**config.mk**
```make
export PLATFORM = sky130hd
export DESIGN_NAME = bitmap_block_allocator
export DESIGN_NICKNAME = d
export VERILOG_FILES = /design/src/rtl/bba_pkg.sv /design/src/rtl/bba_ctrl.sv /design/src/rtl/bba_dp.sv /design/src/rtl/bitmap_block_allocator.sv
export SDC_FILE = /design/constraint.sdc
export NUM_CORES = 2
export LEC_CHECK = 0
export ABC_AREA = 1
export BUFFER_PORTS_ARGS = -buffer_cell sky130_fd_sc_hd__buf_2
export CAP_MARGIN = 10
export CORE_UTILIZATION = 30
export DETAILED_ROUTE_END_ITERATION = 6
export PLACE_DENSITY = 0.5
export SLEW_MARGIN = 20
export SYNTH_ARGS = -nofsm -noshare
export SYNTH_HDL_FRONTEND = slang
export SYNTH_SLANG_ARGS = --single-unit
```
**constraint.sdc**
```tcl
create_clock -name i_clk -period 8.6 [get_ports i_clk]
set_input_delay 1.72 -clock i_clk [delete_from_list [all_inputs] [get_ports i_clk]]
set_output_delay 1.72 -clock i_clk [all_outputs]
set_load 0.1 [all_outputs]
```
**src/rtl/bba_pkg.sv**
```systemverilog
// ----------------------------------------------------------------------------
// bba_pkg: shared types and constants of the bitmap block allocator
// Map geometry, request and status codes, controller states and the
// command/status bundles between the controller and the datapath.
// ----------------------------------------------------------------------------
`timescale 1ns / 1ps

package bba_pkg;

    // Map geometry (WORD_BITS must be a power of two)
    localparam int NUM_BLOCKS = 1024;
    localparam int WORD_BITS  = 32;
    localparam int MAP_WORDS  = (NUM_BLOCKS + WORD_BITS - 1) / WORD_BITS;
    localparam int BIT_W      = $clog2(WORD_BITS);
    localparam int WIDX_W     = (MAP_WORDS > 1) ? $clog2(MAP_WORDS) : 1;
    localparam int NUM_W      = $clog2(NUM_BLOCKS + 1);

    // Item field widths
    localparam int REQ_W   = 2;
    localparam int BLK_W   = 12;
    localparam int STAT_W  = 2;
    localparam int GRANT_W = 10;
    localparam int RSV_W   = 11;

    localparam logic [RSV_W-1:0] RSV_RESET = RSV_W'(4);

    typedef logic [WORD_BITS-1:0] t_word;
    typedef logic [WIDX_W-1:0]    t_widx;
    typedef logic [BIT_W-1:0]     t_bidx;

    // Request codes
    localparam logic [REQ_W-1:0] REQ_ALLOC  = 2'd0;
    localparam logic [REQ_W-1:0] REQ_FREE   = 2'd1;
    localparam logic [REQ_W-1:0] REQ_FORMAT = 2'd2;

    // Status codes
    localparam logic [STAT_W-1:0] ST_OK    = 2'd0;
    localparam logic [STAT_W-1:0] ST_FULL  = 2'd1;
    localparam logic [STAT_W-1:0] ST_RANGE = 2'd2;

    typedef enum logic [1:0] {
        S_IDLE,
        S_FIND,
        S_WRITE
    } t_state;

    // Controller -> datapath
    typedef struct packed {
        logic capture;   // latch a new item
        logic find;      // select and read the target word
        logic commit;    // write back the word and load the result
    } t_dp_cmd;

    // Datapath -> controller
    typedef struct packed {
        logic out_full;  // result register still holds an item
    } t_dp_sts;

    // Bits of word w that stand for real blocks
    function automatic t_word word_valid(input int w);
        int first;
        int left;
        first = w * WORD_BITS;
        left  = NUM_BLOCKS - first;
        if (first >= NUM_BLOCKS) begin
            return '0;
        end else if (left >= WORD_BITS) begin
            return '1;
        end else begin
            return ~(t_word'('1) << left);
        end
    endfunction

endpackage

```
**src/rtl/bba_ctrl.sv**
```systemverilog
// ----------------------------------------------------------------------------
// bba_ctrl: request sequencer
// Takes one item at a time through a find step and a write-back step;
// a new item is taken in the write-back cycle when the result register is free.
// ----------------------------------------------------------------------------
`timescale 1ns / 1ps

module bba_ctrl (
    input  logic             i_clk,
    input  logic             i_rst_n,
    input  logic             i_in_valid,
    output logic             o_in_stall,
    input  bba_pkg::t_dp_sts i_sts,
    output bba_pkg::t_dp_cmd o_cmd
);
    import bba_pkg::*;

    t_state r_state;
    t_state n_state;

    // State register
    always_ff @(posedge i_clk) begin
        if (!i_rst_n) begin
            r_state <= S_IDLE;
        end else begin
            r_state <= n_state;
        end
    end

    // Next state
    always_comb begin
        n_state = r_state;
        unique case (r_state)
            S_IDLE: begin
                if (i_in_valid) begin
                    n_state = S_FIND;
                end
            end
            S_FIND: begin
                n_state = S_WRITE;
            end
            S_WRITE: begin
                if (!i_sts.out_full) begin
                    n_state = i_in_valid ? S_FIND : S_IDLE;
                end
            end
            default: begin
                n_state = S_IDLE;
            end
        endcase
    end

    // Outputs
    always_comb begin
        o_cmd      = '0;
        o_in_stall = 1'b1;
        unique case (r_state)
            S_IDLE: begin
                o_in_stall    = 1'b0;
                o_cmd.capture = i_in_valid;
            end
            S_FIND: begin
                o_cmd.find = 1'b1;
            end
            S_WRITE: begin
                if (!i_sts.out_full) begin
                    o_cmd.commit  = 1'b1;
                    o_in_stall    = 1'b0;
                    o_cmd.capture = i_in_valid;
                end
            end
            default: begin
                o_in_stall = 1'b1;
            end
        endcase
    end

endmodule

```
**src/rtl/bba_dp.sv**
```systemverilog
// ----------------------------------------------------------------------------
// bba_dp: free map datapath
// Holds the free map with per-word nonempty flags, the reserve register,
// the word pick, the bit pick, the write-back and the result register.
// ----------------------------------------------------------------------------
`timescale 1ns / 1ps

module bba_dp (
    input  logic                          i_clk,
    input  logic                          i_rst_n,
    // configuration
    input  logic                          i_cfg_we,
    input  logic [bba_pkg::RSV_W-1:0]     i_cfg_data,
    // request
    input  logic [bba_pkg::REQ_W-1:0]     i_req_type,
    input  logic [bba_pkg::BLK_W-1:0]     i_block_index,
    // result
    output logic                          o_out_valid,
    input  logic                          i_out_stall,
    output logic [bba_pkg::STAT_W-1:0]    o_status,
    output logic [bba_pkg::GRANT_W-1:0]   o_granted_block,
    // control
    input  bba_pkg::t_dp_cmd              i_cmd,
    output bba_pkg::t_dp_sts              o_sts
);
    import bba_pkg::*;

    t_word                r_map [MAP_WORDS];
    logic [MAP_WORDS-1:0] r_nonempty;
    logic [RSV_W-1:0]     r_reserved;

    // latched request
    logic [REQ_W-1:0]     r_req;
    t_widx                r_req_word;
    t_bidx                r_req_bit;
    logic                 r_req_in_range;

    // find stage results
    t_widx                r_word;
    t_word                r_rd_word;
    logic                 r_found;

    // result register
    logic                 r_out_valid;
    logic [STAT_W-1:0]    r_status;
    logic [GRANT_W-1:0]   r_grant;
    logic [STAT_W-1:0]    n_status;
    logic [GRANT_W-1:0]   n_grant;

    t_widx                pick_word;
    logic                 any_free;
    t_widx                sel_word;
    t_bidx                pick_bit;
    t_word                new_word;
    logic [NUM_W-1:0]     rsv_sat;
    t_word                fmt_word [MAP_WORDS];

    // Reserve register
    always_ff @(posedge i_clk) begin
        if (!i_rst_n) begin
            r_reserved <= RSV_RESET;
        end else if (i_cfg_we) begin
            r_reserved <= i_cfg_data;
        end
    end

    // Request latch
    always_ff @(posedge i_clk) begin
        if (i_cmd.capture) begin
            r_req          <= i_req_type;
            r_req_word     <= t_widx'(32'(i_block_index) >> BIT_W);
            r_req_bit      <= i_block_index[BIT_W-1:0];
            r_req_in_range <= (32'(i_block_index) < 32'(NUM_BLOCKS));
        end
    end

    // Lowest word with a free block
    always_comb begin
        pick_word = '0;
        any_free  = |r_nonempty;
        for (int w = MAP_WORDS - 1; w >= 0; w--) begin
            if (r_nonempty[w]) begin
                pick_word = t_widx'(w);
            end
        end
    end

    assign sel_word = (r_req == REQ_ALLOC) ? pick_word : r_req_word;

    // Find stage: read the target word
    always_ff @(posedge i_clk) begin
        if (i_cmd.find) begin
            r_word    <= sel_word;
            r_rd_word <= r_map[sel_word];
            r_found   <= any_free;
        end
    end

    // Lowest free bit of the word read
    always_comb begin
        pick_bit = '0;
        for (int b = WORD_BITS - 1; b >= 0; b--) begin
            if (r_rd_word[b]) begin
                pick_bit = t_bidx'(b);
            end
        end
    end

    // Word after the update
    always_comb begin
        if (r_req == REQ_ALLOC) begin
            new_word = r_rd_word & ~(t_word'(1) << pick_bit);
        end else begin
            new_word = r_rd_word | (t_word'(1) << r_req_bit);
        end
    end

    // Format image: blocks below the saturated reserve are used
    assign rsv_sat = (32'(r_reserved) > 32'(NUM_BLOCKS)) ? NUM_W'(NUM_BLOCKS)
                                                          : NUM_W'(r_reserved);

    always_comb begin
        for (int w = 0; w < MAP_WORDS; w++) begin
            if (32'(rsv_sat) >= 32'(w * WORD_BITS + WORD_BITS)) begin
                fmt_word[w] = '0;
            end else if (32'(rsv_sat) <= 32'(w * WORD_BITS)) begin
                fmt_word[w] = word_valid(w);
            end else begin
                fmt_word[w] = word_valid(w)
                    & (t_word'('1) << BIT_W'(32'(rsv_sat) - 32'(w * WORD_BITS)));
            end
        end
    end

    // Free map and nonempty flags
    always_ff @(posedge i_clk) begin
        if (!i_rst_n) begin
            for (int w = 0; w < MAP_WORDS; w++) begin
                r_map[w]      <= word_valid(w);
                r_nonempty[w] <= |word_valid(w);
            end
        end else if (i_cmd.commit) begin
            unique case (r_req)
                REQ_ALLOC: begin
                    if (r_found) begin
                        r_map[r_word]      <= new_word;
                        r_nonempty[r_word] <= |new_word;
                    end
                end
                REQ_FREE: begin
                    if (r_req_in_range) begin
                        r_map[r_word]      <= new_word;
                        r_nonempty[r_word] <= 1'b1;
                    end
                end
                REQ_FORMAT: begin
                    for (int w = 0; w < MAP_WORDS; w++) begin
                        r_map[w]      <= fmt_word[w];
                        r_nonempty[w] <= |fmt_word[w];
                    end
                end
                default: begin
                end
            endcase
        end
    end

    // Result register valid
    always_ff @(posedge i_clk) begin
        if (!i_rst_n) begin
            r_out_valid <= 1'b0;
        end else if (i_cmd.commit) begin
            r_out_valid <= 1'b1;
        end else if (!i_out_stall) begin
            r_out_valid <= 1'b0;
        end
    end

    // Result payload for the item in write-back
    always_comb begin
        n_status = ST_OK;
        n_grant  = '0;
        unique case (r_req)
            REQ_ALLOC: begin
                if (r_found) begin
                    n_grant = GRANT_W'({r_word, pick_bit});
                end else begin
                    n_status = ST_FULL;
                end
            end
            REQ_FREE: begin
                if (!r_req_in_range) begin
                    n_status = ST_RANGE;
                end
            end
            default: begin
            end
        endcase
    end

    always_ff @(posedge i_clk) begin
        if (i_cmd.commit) begin
            r_status <= n_status;
            r_grant  <= n_grant;
        end
    end

    assign o_out_valid     = r_out_valid;
    assign o_status        = r_status;
    assign o_granted_block = r_grant;
    assign o_sts.out_full  = r_out_valid;

endmodule

```
**src/rtl/bitmap_block_allocator.sv**
```systemverilog
// ----------------------------------------------------------------------------
// bitmap_block_allocator: first-fit bitmap block allocator
// Request channel in (allocate, free, format), one result item out per request.
//
// Usage:
//   Request items enter on i_in_valid / o_in_stall with i_req_type and
//   i_block_index; each gives one result item on o_out_valid / i_out_stall
//   with o_status and o_granted_block.
//   One configuration register, reserved_count, is written through
//   i_cfg_valid / o_cfg_ready / i_cfg_data; write it only while idle.
//   A taken request is latched; the find step then reads the target word
//   (for an allocate, per-word nonempty flags pick the lowest free word),
//   and the bit pick and write-back step loads the result register. A new
//   item is taken in the write-back step when the result register is free.
//   The result sits in an output register; the next item is taken while it
//   waits. If that register is still full at write-back, the block holds
//   there and stalls the request side until the receiver takes the result.
//   Reset (synchronous, active low) marks every block free, sets
//   reserved_count to 4 and empties the result register.
// ----------------------------------------------------------------------------
`timescale 1ns / 1ps

module bitmap_block_allocator (
    input  logic                          i_clk,
    input  logic                          i_rst_n,
    // configuration write
    input  logic                          i_cfg_valid,
    output logic                          o_cfg_ready,
    input  logic [bba_pkg::RSV_W-1:0]     i_cfg_data,
    // request items
    input  logic                          i_in_valid,
    output logic                          o_in_stall,
    input  logic [bba_pkg::REQ_W-1:0]     i_req_type,
    input  logic [bba_pkg::BLK_W-1:0]     i_block_index,
    // result items
    output logic                          o_out_valid,
    input  logic                          i_out_stall,
    output logic [bba_pkg::STAT_W-1:0]    o_status,
    output logic [bba_pkg::GRANT_W-1:0]   o_granted_block
);
    import bba_pkg::*;

    t_dp_cmd cmd;
    t_dp_sts sts;

    assign o_cfg_ready = 1'b1;

    bba_ctrl u_ctrl (
        .i_clk      (i_clk),
        .i_rst_n    (i_rst_n),
        .i_in_valid (i_in_valid),
        .o_in_stall (o_in_stall),
        .i_sts      (sts),
        .o_cmd      (cmd)
    );

    bba_dp u_dp (
        .i_clk           (i_clk),
        .i_rst_n         (i_rst_n),
        .i_cfg_we        (i_cfg_valid & o_cfg_ready),
        .i_cfg_data      (i_cfg_data),
        .i_req_type      (i_req_type),
        .i_block_index   (i_block_index),
        .o_out_valid     (o_out_valid),
        .i_out_stall     (i_out_stall),
        .o_status        (o_status),
        .o_granted_block (o_granted_block),
        .i_cmd           (cmd),
        .o_sts           (sts)
    );

endmodule

```
# Word-level counts from Yosys, hierarchy flattened

Memories as Yosys holds them, arrays and structs flattened. A register that Yosys moved wholly into a read port is not among the register bits.
Cells that the tools add are included.

Flip-flop bits (word level): 77
Bits in writable memories: 1024
Input port bits: 30
Output and inout bits: 15
Word-level logic and storage cells: 539
Memories: 1

Memory list:

| name       | words | bits a word | rd ports | clocked after Yosys merged registers in | write ports | line         | source |
|---|---|---|---|---|---|---|---|
| u_dp.r_map | 32    | 32          | 1        | 1                                       | 32          | bba_dp.sv:28 | `t_word r_map [MAP_WORDS];` |

Add/sub/neg operators: 31
Order comparisons: 68
Equal/unequal tests: 11
Shifts and indexed selects: 34
Muxes and demuxes: 271
Bitwise logic cells: 69
Reduce and logical (&&, ||, !) cells: 42

Operators with widths:

| operator                                              | number |
|---|---|
| two-way mux 32 bit                                    | 168 |
| OR reduction 32 bit                                   | 36 |
| AND 32 bit                                            | 33 |
| << shifter 32 x 5 -> 32 bit, first input constant     | 32 |
| two-way mux 5 bit                                     | 66 |
| >= comparator 11 x 10 -> 1 bit, second input constant | 16 |
| <= comparator 11 x 10 -> 1 bit, second input constant | 16 |
| subtractor 5 x 1 -> 5 bit, second input constant      | 31 |
| one-hot mux 32 bit (3 select lines)                   | 1 |
| >= comparator 11 x 9 -> 1 bit, second input constant  | 8 |
| <= comparator 11 x 9 -> 1 bit, second input constant  | 8 |
| bitwise OR 32 bit                                     | 2 |
| << shifter 1 x 5 -> 32 bit, first input constant      | 2 |
| >= comparator 11 x 8 -> 1 bit, second input constant  | 4 |
| <= comparator 11 x 8 -> 1 bit, second input constant  | 4 |
| bitwise OR 1 bit                                      | 33 |
| bitwise mux 32 bit                                    | 1 |
| inverter 32 bit                                       | 1 |
| two-way mux 1 bit                                     | 26 |
| >= comparator 11 x 7 -> 1 bit, second input constant  | 2 |
| <= comparator 11 x 7 -> 1 bit, second input constant  | 2 |
| < comparator 12 x 11 -> 1 bit, second input constant  | 1 |
| >= comparator 11 bit, second input constant           | 1 |
| >= comparator 11 x 6 -> 1 bit, second input constant  | 1 |
| 21 further kinds                                      | 31 |

# Longest topological paths before layout

Word-level depth: 42
Depth in mapped cells: 43
Depth with buffers taken out: 42

# Modules after synthesis

Synthesis repeated with hierarchy kept, for this count alone.

Cells, all modules: 7770
Area total of the unflattened synthesis: 64798.4 um^2

Modules (own cells, without submodules):

| module                 | times used | cells an instance | area each (um^2) | sequential area each (um^2) |
|---|---|---|---|---|
| bba_dp                 | 1          | 7751              | 64675.8          | 33842.5 |
| bba_ctrl               | 1          | 17                | 111.4            | 40.0 |
| bitmap_block_allocator | 1          | 2                 | 11.3             | 0.0 |

# Worst setup path after synthesis

No wires, ideal clock.

Path kind: register -> register
Start: register u_dp.r_req[0]
End: register u_dp.r_nonempty[0] (enable)
Setup time: 0.511 ns
Data arrival time: 4.590 ns
Required time: 8.089 ns
Path slack: 3.500 ns
Cell stages (with the launch flop): 8
Clock period less this slack: 5.100 ns
Path through: edfxtp_1 -> inv_1 -> ha_1 -> clkbuf_1 -> inv_1 -> clkbuf_1 -> nor2_1 -> o41ai_1

Word-level cells in the longest chain between the ends: 3
Elaborated cells on any way between the ends: 7
Classes of those cells: 5 x eq/ne; 2 x reduce/logical

Ends and longest elaborated chain:

| what                                                                       | line          | source |
|---|---|---|
| from (decl)                                                                | bba_dp.sv:33  | `logic [REQ_W-1:0] r_req;` |
| from (signal assigned)                                                     | bba_dp.sv:70  | `r_req <= i_req_type;` |
| == test 2 bit (tied with other cells)                                      | bba_dp.sv:143 | `unique case (r_req)` |
| != test 4 x 1 -> 1 bit (no line) or != test 3 x 2 -> 1 bit (tied branches) | n/a           |  |
| AND reduction 4 bit (no line) (*)                                          | n/a           |  |
| to (signal, indexed assignment)                                            | bba_dp.sv:140 | `r_nonempty[w] <= \|word_valid(w);` |
| to (signal, indexed assignment)                                            | bba_dp.sv:147 | `r_nonempty[r_word] <= \|new_word;` |
| to (signal, indexed assignment)                                            | bba_dp.sv:159 | `r_nonempty[w] <= \|fmt_word[w];` |
| to (decl)                                                                  | bba_dp.sv:29  | `logic [MAP_WORDS-1:0] r_nonempty;` |

Mark *: on every way between the ends. The rest lies on a longest branch, timed or not.
A chain may end at the register's enable or synchronous reset.

# Worst setup path in the final report

Start: register u_dp.r_nonempty[28]
End: register u_dp.r_rd_word[0], read port of u_dp.r_map (data pin)

Word-level cells in the longest chain between the ends: 30

Ends and longest elaborated chain:

| what                            | line         | source |
|---|---|---|
| two-way mux 5 bit (29 in a row) | bba_dp.sv:82 | `if (r_nonempty[w]) begin` |
| two-way mux 5 bit               | bba_dp.sv:88 | `assign sel_word = (r_req == REQ_ALLOC) ? pick_word : r_req_word;` |
| to (decl)                       | bba_dp.sv:40 | `t_word r_rd_word;` |

No other way between the ends.

==> flow_metrics.env <==
export IMPL_status="finished with violations"
export IMPL_failed_checks="design-rule violations"
export IMPL_critical_path_class="flip-flop to flip-flop"
export IMPL_via_count=58700
export IMPL_finClkSkew_ns=0.0260
export IMPL_period_share_pct=65.4
export IMPL_start_util_pct=30.3
export IMPL_htreeDepth=4
export IMPL_drtIter0Drc=8869
export IMPL_clkPwrFrac_pct=39.6
export IMPL_wire_per_inst_um=28.4
export IMPL_worstSkewPairLatency_ns=0.82
export IMPL_fillers=21300
export IMPL_post_cts_resized=0
export IMPL_gp_congestion=0.925
export IMPL_gr_total_overflow=0
export IMPL_grt_max_degree=135
export IMPL_whs_endpoint="u_dp.o_out_valid"
export IMPL_required_ns=9.26
export IMPL_wirelength_um=282000
export IMPL_cts_num_sinks=1133
export IMPL_hp_class="flip-flop to flip-flop"
export IMPL_std_cell_rows=167
export IMPL_seq_area_frac_synth_pct=53.7
export IMPL_fmax_mhz=178
export IMPL_grt_pass1_wl_um=403000
export IMPL_syn_area_um2=63100
export IMPL_ant_nets=0
export IMPL_startpoint_type="flip-flop"
export IMPL_slowest_delay_ns=0.86
export IMPL_netSwitchingPower_mw=4.33
export IMPL_core_area_um2=208000
export IMPL_syn_nets=7408
export IMPL_die_w_um=460
export IMPL_slew_violations=0
export IMPL_hold_depth=2
export IMPL_cts_tree="yes"
export IMPL_cts_buffers=133
export IMPL_syn2layout_area_growth_pct=11.7
export IMPL_reg2reg_slack_ns=2.98
export IMPL_die_y_um=460
export IMPL_finalSetupViolations=0
export IMPL_ys_async_sr_fraction_pct=0
export IMPL_clock_root_buffer="clkbuf_16"
export IMPL_firstDrtPassIters=7
export IMPL_seqPwrFrac_pct=44.8
export IMPL_min_period_ns=5.62
export IMPL_drive_above_1_share_pct=7.90
export IMPL_io_pins=45
export IMPL_synth_flop_cell="edfxtp_1"
export IMPL_leakagePower_nw=24.3
export IMPL_hold_slack_ns=0.495
export IMPL_hold_viol=0
export IMPL_yosysUniqueCellTypes=42
export IMPL_max_slew_margin_pct=16.3
export IMPL_clock_path_buffers=3
export IMPL_post_cts_buffers=0
export IMPL_pwr_density_cell_nw_per_um2=201
export IMPL_fin_nets=7075
export IMPL_cpMostUsedCell="nand2_1"
export IMPL_drv_cap=0
export IMPL_synthCells=7375
export IMPL_crit_fanout=102
export IMPL_synth_warnings=0
export IMPL_rsz0062_at_grt="no"
export IMPL_synth_edf_count=1119
export IMPL_p_sw_share_pct=30.6
export IMPL_worstMarginPinSlew_ns=1.25
export IMPL_intPower_mw=9.82
export IMPL_grt_antenna_before_repair=10
export IMPL_cp_arrival_ns=6.29
export IMPL_hpwlAfterDp_um=168000
export IMPL_hold_start="u_dp.o_out_valid"
export IMPL_regToRegEndpoint="u_dp.r_rd_word[0]"
export IMPL_via_per_inst=5.90
export IMPL_clkSlewWorstSetupHoldPaths_ns=0.06
export IMPL_worstSetupEndpointType="flip-flop"
export IMPL_port_buffers=43
export IMPL_dieArea_um2=212000
export IMPL_worstReg2RegStart="u_dp.r_nonempty[28]"
export IMPL_grt_usage_pct=26.0
export IMPL_postSynthAreaPerCell_um2=8.55
export IMPL_crit_slowest_cell="buf_4"
export IMPL_setup_tns_ns=0
export IMPL_hold_buffers=0
export IMPL_critical_path_cell_chain="inv_1 > a311oi_1 > o31ai_1 > o21ai_1 > nand2_1 > nand2_1 > nand2_1 > nand2_1 > nand2_1 > nand2_1 > nand2_1 > nand2_1 > nand3_1 > a22oi_2 > buf_4 > inv_8 > buf_4 > buf_4 > nand2_1 > nand3_1 > nand3_1 > nand2_1 > nand2_1 > nand2_1"
export IMPL_p_comb_share_pct=15.6
export IMPL_post_route_drc_count=5
export IMPL_grt_pass1_vias=55200
export IMPL_rr_worst_depth=24
export IMPL_peakVddDrop_mv=0.190
export IMPL_ys_seq_elements=1133
## flip-flops by register name (all words and copies together) (netlist names)
| register | flops |
|---|---|
| u_dp.r_req_in_range | 1 |
| u_dp.r_rd_word | 32 |
| u_dp.r_req_bit | 5 |
| u_dp.r_map | 1024 |
| u_dp.r_req | 2 |
| u_dp.r_req_word | 5 |
| u_ctrl.r_state | 2 |
| u_dp.o_out_valid | 1 |
| u_dp.o_status | 2 |
| u_dp.o_granted_block | 10 |
| u_dp.r_word | 5 |
| u_dp.r_found | 1 |
| u_dp.r_nonempty | 32 |
| u_dp.r_reserved | 11 |
## final cells by class
cell class / count / area [um^2] / share of cell area [%]
antenna: 1 / 2.50 / 0.00355
clock buffer: 175 / 3540 / 5.02
inverter: 649 / 2450 / 3.48
clock inverter: 68 / 593 / 0.842
multi-input combinational: 4887 / 24700 / 35.0
tap: 2788 / 3490 / 4.95
sequential: 1133 / 33900 / 48.1
timing repair buffer: 238 / 1800 / 2.55
## kinds of logic (layout without fill, tap and decap cells)
| group | count (synthesis) | count (layout) | share of synthesized area, % |
|---|---|---|---|
| buffers and inverters | 1355 | 1130 | 8.19 |
| AND/OR/NAND/NOR | 2382 | 2382 | 16.0 |
| flip-flops | 1133 | 1133 | 53.7 |
| other | 1 | 2 | 0.00595 |
| adder cells (fa/ha/maj) | 3 | 3 | 0.0595 |
| AO/OA/AOI/OAI | 2501 | 2501 | 22.0 |
## metrics by stage
step	cells	total power [mW]	utilization (%)	setup WS [ns]	instance area, um^2
after floorplan	7375	7.66	-	3.50	63100
after global placement	9693	8.58	31.9	2.99	66200
after detailed placement	9694	8.59	31.9	3.06	66300
after CTS	9937	14.1	33.9	3.11	70400
after global routing	9939	14.5	33.9	2.83	70400
final	9939	14.2	33.9	2.98	70400
## placed cells by master (no fill, tap or decap), types with 20 or more instances in the layout
cell / netlist / layout
o21ai_1: 188 / 182
o21ai_4: 0 / 21
a22oi_1: 97 / 95
nand3b_1: 32 / 32
edfxtp_1: 1119 / 1119
nor2_1: 296 / 291
inv_1: 617 / 611
o21ai_0: 1665 / 1655
nand2_2: 0 / 27
nand3_1: 665 / 665
a21oi_1: 96 / 69
clkinv_1: 4 / 32
o211ai_1: 347 / 347
clkbuf_16: 0 / 134
o22ai_1: 43 / 43
clkinv_2: 0 / 20
inv_2: 28 / 30
buf_4: 4 / 186
clkbuf_1: 603 / 38
buf_2: 53 / 43
nand2_1: 1335 / 1304
nor3_1: 21 / 21
## power by group through the flow
stage               Clock, mW  Combinational [mW]  Sequential, mW
floorplan                   0                1.21            6.44
global placement            0                2.12            6.46
detailed placement          0                2.13            6.46
CTS                      5.64                2.14            6.34
global route             5.85                2.32            6.36
finish                   5.60                2.20            6.35
## synthesized netlist by cell type, types with 5 or more instances
| cell | instances | area (um^2) |
|---|---|---|
| o21ai_2 | 12 | 105 |
| o211ai_1 | 347 | 2610 |
| nand3b_1 | 32 | 240 |
| inv_1 | 617 | 2320 |
| a22oi_1 | 97 | 728 |
| nand3_1 | 665 | 3330 |
| nand4_2 | 5 | 62.6 |
| clkbuf_1 | 603 | 2260 |
| o31ai_1 | 7 | 52.6 |
| edfxtp_1 | 1119 | 33600 |
| o21ai_1 | 188 | 941 |
| o221ai_1 | 18 | 158 |
| o22ai_1 | 43 | 269 |
| buf_2 | 53 | 265 |
| o21bai_1 | 18 | 135 |
| nor2_1 | 296 | 1110 |
| buf_1 | 46 | 173 |
| nand4_1 | 16 | 100 |
| inv_2 | 28 | 105 |
| nor3_1 | 21 | 105 |
| nand2_1 | 1335 | 5010 |
| dfxtp_1 | 14 | 280 |
| a21oi_1 | 96 | 480 |
| o21ai_0 | 1665 | 8330 |
## worst max-delay path, delay by kind of cell, from the launching register on
family | cells | cell delay, ns
and+or+nand+nor | 15 | 1.57
buffers and inverters | 5 | 2.65
AOI/OAI and AO/OA | 4 | 0.49
DFF | 1 | 0.45
## how the worst max path moves through the flow
stage / from / cells after the start / endpoint
floorplan: u_dp.r_req[0] / 7 / u_dp.r_nonempty[0]
global placement: i_rst_n / 4 / u_dp.r_map[4][20]
detailed placement: i_rst_n / 10 / u_dp.r_map[31][23]
CTS: u_dp.r_req[0] / 15 / u_dp.r_rd_word[28]
global route: u_dp.r_rd_word[30] / 39 / u_dp.r_nonempty[1]
finish: u_dp.r_nonempty[28] / 24 / u_dp.r_rd_word[0]
## layer usage
layer / track usage [%] / up-vias / part of all wire, %
li1: - / 25300 / -
met1: 34.8 / 28900 / 40
met2: 39.3 / 3798 / 44
met3: 4.77 / 707 / 10
met4: 14.6 / 10 / 6.0
met5: 0 / - / 0.087
Note: power is estimated with default switching activity, not from simulation.
